[src/hw/rtl/assert_macros.svh]
// Assertion macros for the RTL modules of the cellular noise shader.
// Each macro expects signals named clk and rst_n in the enclosing module.
`ifndef ASSERT_MACROS_SVH
`define ASSERT_MACROS_SVH

// Implication checked at every rising edge outside reset.
`define CNS_ASSERT_IMPL(lbl, ante, cons) \
    lbl: assert property (@(posedge clk) disable iff (!rst_n) (ante) |-> (cons)) \
        else $error("assertion failed");

// Implication whose consequence is checked in the next cycle.
`define CNS_ASSERT_NEXT(lbl, ante, cons) \
    lbl: assert property (@(posedge clk) disable iff (!rst_n) (ante) |=> (cons)) \
        else $error("assertion failed");

`endif

[src/hw/rtl/cns_pkg.sv]
// Package of the cellular noise shader: payload structs, command and status
// structs between controller and datapath, and shared constants. No dependencies.
package cns_pkg;

    localparam int COORD_BITS  = 14;
    localparam int MAX_CENTERS = 256;
    localparam int ADDR_BITS   = 8;
    localparam int CNT_BITS    = 9;
    localparam int DIST_BITS   = 2 * COORD_BITS + 1;
    localparam int ROOT_BITS   = 23;
    localparam int RAD_BITS    = 2 * ROOT_BITS;
    localparam int PROD_BITS   = 47;
    localparam int NUM_BITS    = PROD_BITS + 9;
    localparam int SUM_BITS    = 24;
    localparam int ITER_BITS   = 6;
    localparam int POS_BITS    = 25;

    localparam logic [0:0] OP_LOAD  = 1'b0;
    localparam logic [0:0] OP_PIXEL = 1'b1;

    localparam logic [2:0] REG_LOG2_WIDTH   = 3'd0;
    localparam logic [2:0] REG_LOG2_HEIGHT  = 3'd1;
    localparam logic [2:0] REG_CENTER_COUNT = 3'd2;
    localparam logic [2:0] REG_AMPLITUDE    = 3'd3;
    localparam logic [2:0] REG_OUTER_MODE   = 3'd4;

    typedef struct packed {
        logic [0:0]  operation;
        logic [7:0]  center_slot;
        logic [13:0] center_x;
        logic [13:0] center_y;
        logic [13:0] pixel_col;
        logic [13:0] pixel_row;
    } in_t;

    typedef struct packed {
        logic [24:0] gradient_pos;
        logic [7:0]  nearest_cell;
    } out_t;

    typedef struct packed {
        logic load;
        logic start;
        logic scan;
        logic sqrt_init;
        logic sqrt_sel;
        logic sqrt_step;
        logic mul_lo;
        logic mul_hi;
        logic div_init;
        logic div_step;
        logic finish;
    } cmd_t;

    typedef struct packed {
        logic all_issued;
        logic pipe_busy;
        logic iter_zero;
        logic out_free;
        logic outer;
    } sts_t;

endpackage

[src/hw/rtl/cns_ctrl.sv]
// Controller of the cellular noise shader: sequences scan, square roots,
// multiply and divide. Depends on cns_pkg.
module cns_ctrl (
    input  logic             clk,
    input  logic             rst_n,
    input  logic             in_valid,
    input  logic [0:0]       in_op,
    output logic             in_ready,
    input  cns_pkg::sts_t    sts,
    output cns_pkg::cmd_t    cmd
);

    localparam logic [3:0] ST_IDLE  = 4'd0;
    localparam logic [3:0] ST_SCAN  = 4'd1;
    localparam logic [3:0] ST_SQRT0 = 4'd2;
    localparam logic [3:0] ST_SQRT1 = 4'd3;
    localparam logic [3:0] ST_MUL0  = 4'd4;
    localparam logic [3:0] ST_MUL1  = 4'd5;
    localparam logic [3:0] ST_DIVI  = 4'd6;
    localparam logic [3:0] ST_DIV   = 4'd7;
    localparam logic [3:0] ST_FIN   = 4'd8;
    localparam logic [3:0] ST_SQRTI = 4'd9;

    logic [3:0] state_reg;
    logic [3:0] state_next;

    assign in_ready = (state_reg == ST_IDLE);

    // Next state and command decode.
    always_comb
    begin
        state_next = state_reg;
        cmd        = '0;
        case (state_reg)
            ST_IDLE:
            begin
                if (in_valid && (in_op == cns_pkg::OP_LOAD))
                begin
                    cmd.load = 1'b1;
                end
                else if (in_valid)
                begin
                    cmd.start  = 1'b1;
                    state_next = ST_SCAN;
                end
            end
            ST_SCAN:
            begin
                cmd.scan = !sts.all_issued;
                if (sts.all_issued && !sts.pipe_busy)
                begin
                    cmd.sqrt_init = 1'b1;
                    state_next    = ST_SQRT0;
                end
            end
            ST_SQRT0:
            begin
                cmd.sqrt_step = 1'b1;
                if (sts.iter_zero)
                begin
                    if (sts.outer)
                    begin
                        state_next = ST_SQRTI;
                    end
                    else
                    begin
                        state_next = ST_MUL0;
                    end
                end
            end
            // The second root is loaded once the first one has been stored.
            ST_SQRTI:
            begin
                cmd.sqrt_init = 1'b1;
                cmd.sqrt_sel  = 1'b1;
                state_next    = ST_SQRT1;
            end
            ST_SQRT1:
            begin
                cmd.sqrt_sel  = 1'b1;
                cmd.sqrt_step = 1'b1;
                if (sts.iter_zero)
                begin
                    state_next = ST_MUL0;
                end
            end
            ST_MUL0:
            begin
                cmd.mul_lo = 1'b1;
                state_next = ST_MUL1;
            end
            ST_MUL1:
            begin
                cmd.mul_hi = 1'b1;
                state_next = sts.outer ? ST_DIVI : ST_FIN;
            end
            ST_DIVI:
            begin
                cmd.div_init = 1'b1;
                state_next   = ST_DIV;
            end
            ST_DIV:
            begin
                cmd.div_step = 1'b1;
                if (sts.iter_zero)
                begin
                    state_next = ST_FIN;
                end
            end
            ST_FIN:
            begin
                if (sts.out_free)
                begin
                    cmd.finish = 1'b1;
                    state_next = ST_IDLE;
                end
            end
            default:
            begin
                state_next = ST_IDLE;
            end
        endcase
    end

    // State register.
    always_ff @(posedge clk or negedge rst_n)
    begin
        if (!rst_n)
        begin
            state_reg <= ST_IDLE;
        end
        else
        begin
            state_reg <= state_next;
        end
    end

endmodule

[config.mk]
export PLATFORM = sky130hd
export DESIGN_NAME = cns_ctrl
export DESIGN_NICKNAME = d
export VERILOG_FILES = /design/src/hw/rtl/assert_macros.svh /design/src/hw/rtl/cns_pkg.sv /design/src/hw/rtl/cns_ctrl.sv
export SDC_FILE = /design/constraint.sdc
export NUM_CORES = 1
export LEC_CHECK = 0
export BUFFER_PORTS_ARGS = -buffer_cell sky130_fd_sc_hd__clkbuf_2
export CORE_AREA = 2 2 39 41
export CTS_CLUSTER_DIAMETER = 60
export DETAILED_ROUTE_END_ITERATION = 10
export DIE_AREA = 0 0 41 43
export PLACE_DENSITY = 0.61
export RECOVER_POWER = 100
export SLEW_MARGIN = 5
export SYNTH_ARGS = -nofsm -noshare
export SYNTH_HDL_FRONTEND = slang
export SYNTH_SLANG_ARGS = --single-unit
[constraint.sdc]
create_clock -name clk -period 1.88 [get_ports clk]
set_input_delay 0.376 -clock clk [delete_from_list [all_inputs] [get_ports clk]]
set_output_delay 0.376 -clock clk [all_outputs]
set_load 0.02 [all_outputs]
Word-level counts from Yosys, hierarchy flattened
Cells that the tools add are included.
{"block": "word_totals", "reg_bits": 4, "inputBits": 9, "elab_cells": 51}
{"block": "op_classes", "eq_ne": 16, "mux": 25, "bitwise": 1, "n_reduce_logical": 8}
{"cell": "$pmux 4 s10", "count": 1}
{"cell": "$mux 4", "count": 9}
{"cell": "$eq 4x3->1 const B", "count": 4}
{"cell": "$ne 2x2->1 const B", "count": 7}
{"cell": "$mux 1", "count": 13}
{"cell": "$eq 4x2->1 const B", "count": 2}
{"cell": "$eq 4x4->1 const B", "count": 2}
{"cell": "$reduce_and 7->1", "count": 1}
{"cell": "$eq 4x1->1 const B", "count": 1}
{"cell": "$logic_not 4->1", "count": 1}
{"cell": "$reduce_or 2->1", "count": 2}
{"cell": "$logic_and 1x1->1", "count": 2}
{"cell": "$logic_not 1->1", "count": 2}
{"cell": "$mux 2", "count": 1}
{"cell": "$pmux 1 s2", "count": 1}
{"cell": "$not 1->1", "count": 1}

Logic depth before layout (Yosys ltp)
{"block": "logic_depth", "ltp_word": 4, "mapped_depth": 5}

Worst setup path before layout
Ideal clock, no wire load.
{"block": "synth_timing", "path_type": "register to output", "start": "reg state_reg[1]", "end": "out cmd[8] in the netlist's numbering", "t_arrival_ns": 1.400, "t_required_ns": 1.504, "path_slack_ns": 0.104, "path_stages_with_launch": 4, "path_buffers": 1, "path_cell_list": "dfrtp_1 > buf_2 > nand2b_1 > nor4_1"}
{"item": "start, declared", "line": "cns_ctrl.sv:24", "text": "logic [3:0] state_reg;"}
{"item": "start signal, assigned", "line": "cns_ctrl.sv:134", "text": "state_reg <= state_next;"}
{"item": "end, declared", "line": "cns_ctrl.sv:10", "text": "output cns_pkg::cmd_t cmd"}

==> results_dict.tcl <==
set metrics [dict create \
    status "complete, no violations" \
    area_delta_synth_final_pct 38.0 \
    grt_pass1_wl_um 1760 \
    clockBufferDepth 2 \
    finalSetupTns_ns 0 \
    final_area_um2 632 \
    grt.total_usage_pct 15.0 \
    final_max_slew_viol_count 0 \
    setup_viol 0 \
    async_flop_share_pct 100 \
    clkTransAtPathRegs_ns 0.04 \
    fin_crit_sh_pct 95.5 \
    cp_top_family "flip-flops" \
    grt.met3_usage_pct 4.71 \
    min_period_ns 1.80 \
    gp_congestion 0.731 \
    cts_num_sinks 4 \
    vias 526 \
    dr.pass1.iters 4 \
    synth_edf_count 0 \
    grt_max_degree 14 \
    wl_per_cell_um 10.5 \
    arrival_ns 1.42 \
    leakagePower_nw 0.298 \
    cp_slowest_cell "dfrtp_2" \
    dieWidth_um 41 \
    synth-seq-cells 4 \
    worstPathMaxFanout 13 \
    antenna_found_initial 0 \
    design.die.area_mm2 0.00176 \
    mappedNetlistNets 69 \
    pin_count 21 \
    htree_levels 1 \
    vdd_drop_max_mv 0.646 \
    crit_chain "buf_4, and2b_4, and2_0, clkbuf_2" \
    worstSetupEndpointType "primary output" \
    placed_area_um2 596 \
    start_kind "flip-flop" \
    drive_gt1_share_pct 39.5 \
    rsz0062_at_grt "false" \
    largest_reg_flops 4 \
    synth_flop_cell "dfrtp_1" \
    synth_area_um2 458 \
    crit_path_max_incr_delay_ns 0.49 \
    fin_nets 97 \
    layout_commonest_cell "clkbuf_2" \
    crit_required_ns 1.50 \
    cts_tree "done" \
    crit_type "flip-flop to primary output" \
    cts_root_buf "clkbuf_4" \
    drv_cap 0 \
    avgViaCountPerCell 5.16 \
    worst_pin_slew_ns 0.298 \
    syn_area_per_cell_um2 7.63 \
    hold_violations 0 \
    critical_path_buf_inv_count 2 \
    wl_um 1070 \
    cts_buffers 3 \
    seq_area_frac_synth_pct 21.9 \
    start_util_pct 33.1 \
    grt-busiest-layer "met2" \
    fin_cells 102 \
    max_freq_ghz 0.557 \
    overflow 0 \
    clk_latency_ns 0.23 \
    grt_util_met2_pct 24.4 \
    most-common-layout-cells "18 x clkbuf_2, 7 x nor2_1, 6 x nand2_1" \
    fin_util_pct 45.7 \
    dp.cells 97 \
    fin_skew_ns 0.0000460 \
    hold_path_class "primary input to flip-flop" \
    fp-row-count 14 \
    drtIter0Drc 3 \
    dp_hpwl_um 868 \
    yosysUniqueCellTypes 30 \
    antennaDiodeCount 0 \
    portBuffers 20 \
    ant_nets 0 \
    die_y_um 43 \
    grtUsageMet1_pct 15.3 \
    maxSlewHeadroom_pct 80.1 \
    core_area_mm2 0.00138 \
    p_per_area_mw_per_mm2 1730 \
    syn_inst 60 \
    whs_ns 0.475 \
    ys_warn_count 0 \
    drc 0 \
    grt_pass1_vias 458 \
]
==> synth_stat cells, drive strengths merged (3+ instances only) <==
cell type  number  share of area (%)
buf             4                4.4
dfrtp           4                 22
a21oi           3                3.3
nand2b          3                4.1
nor2b           3                4.1
nand2           6                4.9
nor2            8                7.1
o21ai           5                5.5
==> worst paths after layout <==
kind | startpoint | end | slack [ns] | depth (start not counted)
min in group asynchronous | rst_n | state_reg[3] | 0.50 | 2
setup / recovery | state_reg[2] | cmd[6] | 0.08 | 4
max in group asynchronous | rst_n | state_reg[2] | 1.18 | 2
hold / removal | sts[1] | state_reg[3] | 0.48 | 4
hold reg to reg | state_reg[2] | state_reg[2] | 0.71 | 1
setup reg to reg | state_reg[2] | state_reg[2] | 0.15 | 5
==> kinds of logic after synthesis <==
kind of cell / after synthesis / share of synthesized area (%)
flip-flops: 4 / 21.9
XOR/XNOR: 1 / 1.91
buffers and inverters: 6 / 6.01
multiplexers: 2 / 4.92
AO/OA/AOI/OAI: 14 / 19.4
AND/OR/NAND/NOR: 33 / 45.9
==> power by group <==
| part | switching (mW) | total, mW | internal, mW |
|---|---|---|---|
| sequential | 0.106 | 0.239 | 0.133 |
| clock | 0.0337 | 0.105 | 0.0713 |
| combinational | 0.392 | 0.748 | 0.356 |
| total | 0.532 | 1.09 | 0.560 |
==> layer usage <==
metal	part of all wire, %	vias up
li1	-	267
met1	45	242
met2	48	17
met3	6.6	0
met4	0	0
met5	0	-
==> metrics by stage <==
stage | worst slack (ns) | total power [mW]
floorplan | 0.104 | 0.773
global placement | 0.223 | 0.979
detailed placement | 0.196 | 0.993
CTS | 0.0329 | 1.11
global route | 0.0138 | 1.20
finish | 0.0845 | 1.09
==> final cells by class <==
cell class                 count  area (µm²)
inverter                       2        7.51
clock buffer                   3        22.5
multi-input combinational     50         330
sequential                     4         103
fill                         152         752
timing repair buffer          27         149
tap                           16        20.0
==> timing repair <==
item	4_1_cts	5_1_grt
hold endpoints to repair	4	0
setup buffers	0	1
pin swaps	0	1
setup endpoints to repair	1	4
hold buffers	1	0
resized for setup	1	2
==> tightest hold or removal path, delay by kind of cell <==
family	cells	cell delay [ns]
buffers and inverters	1	0.09
and+or+nand+nor	2	0.14
AOI/OAI and AO/OA	1	0.07
(Power assumes the default switching activity.)
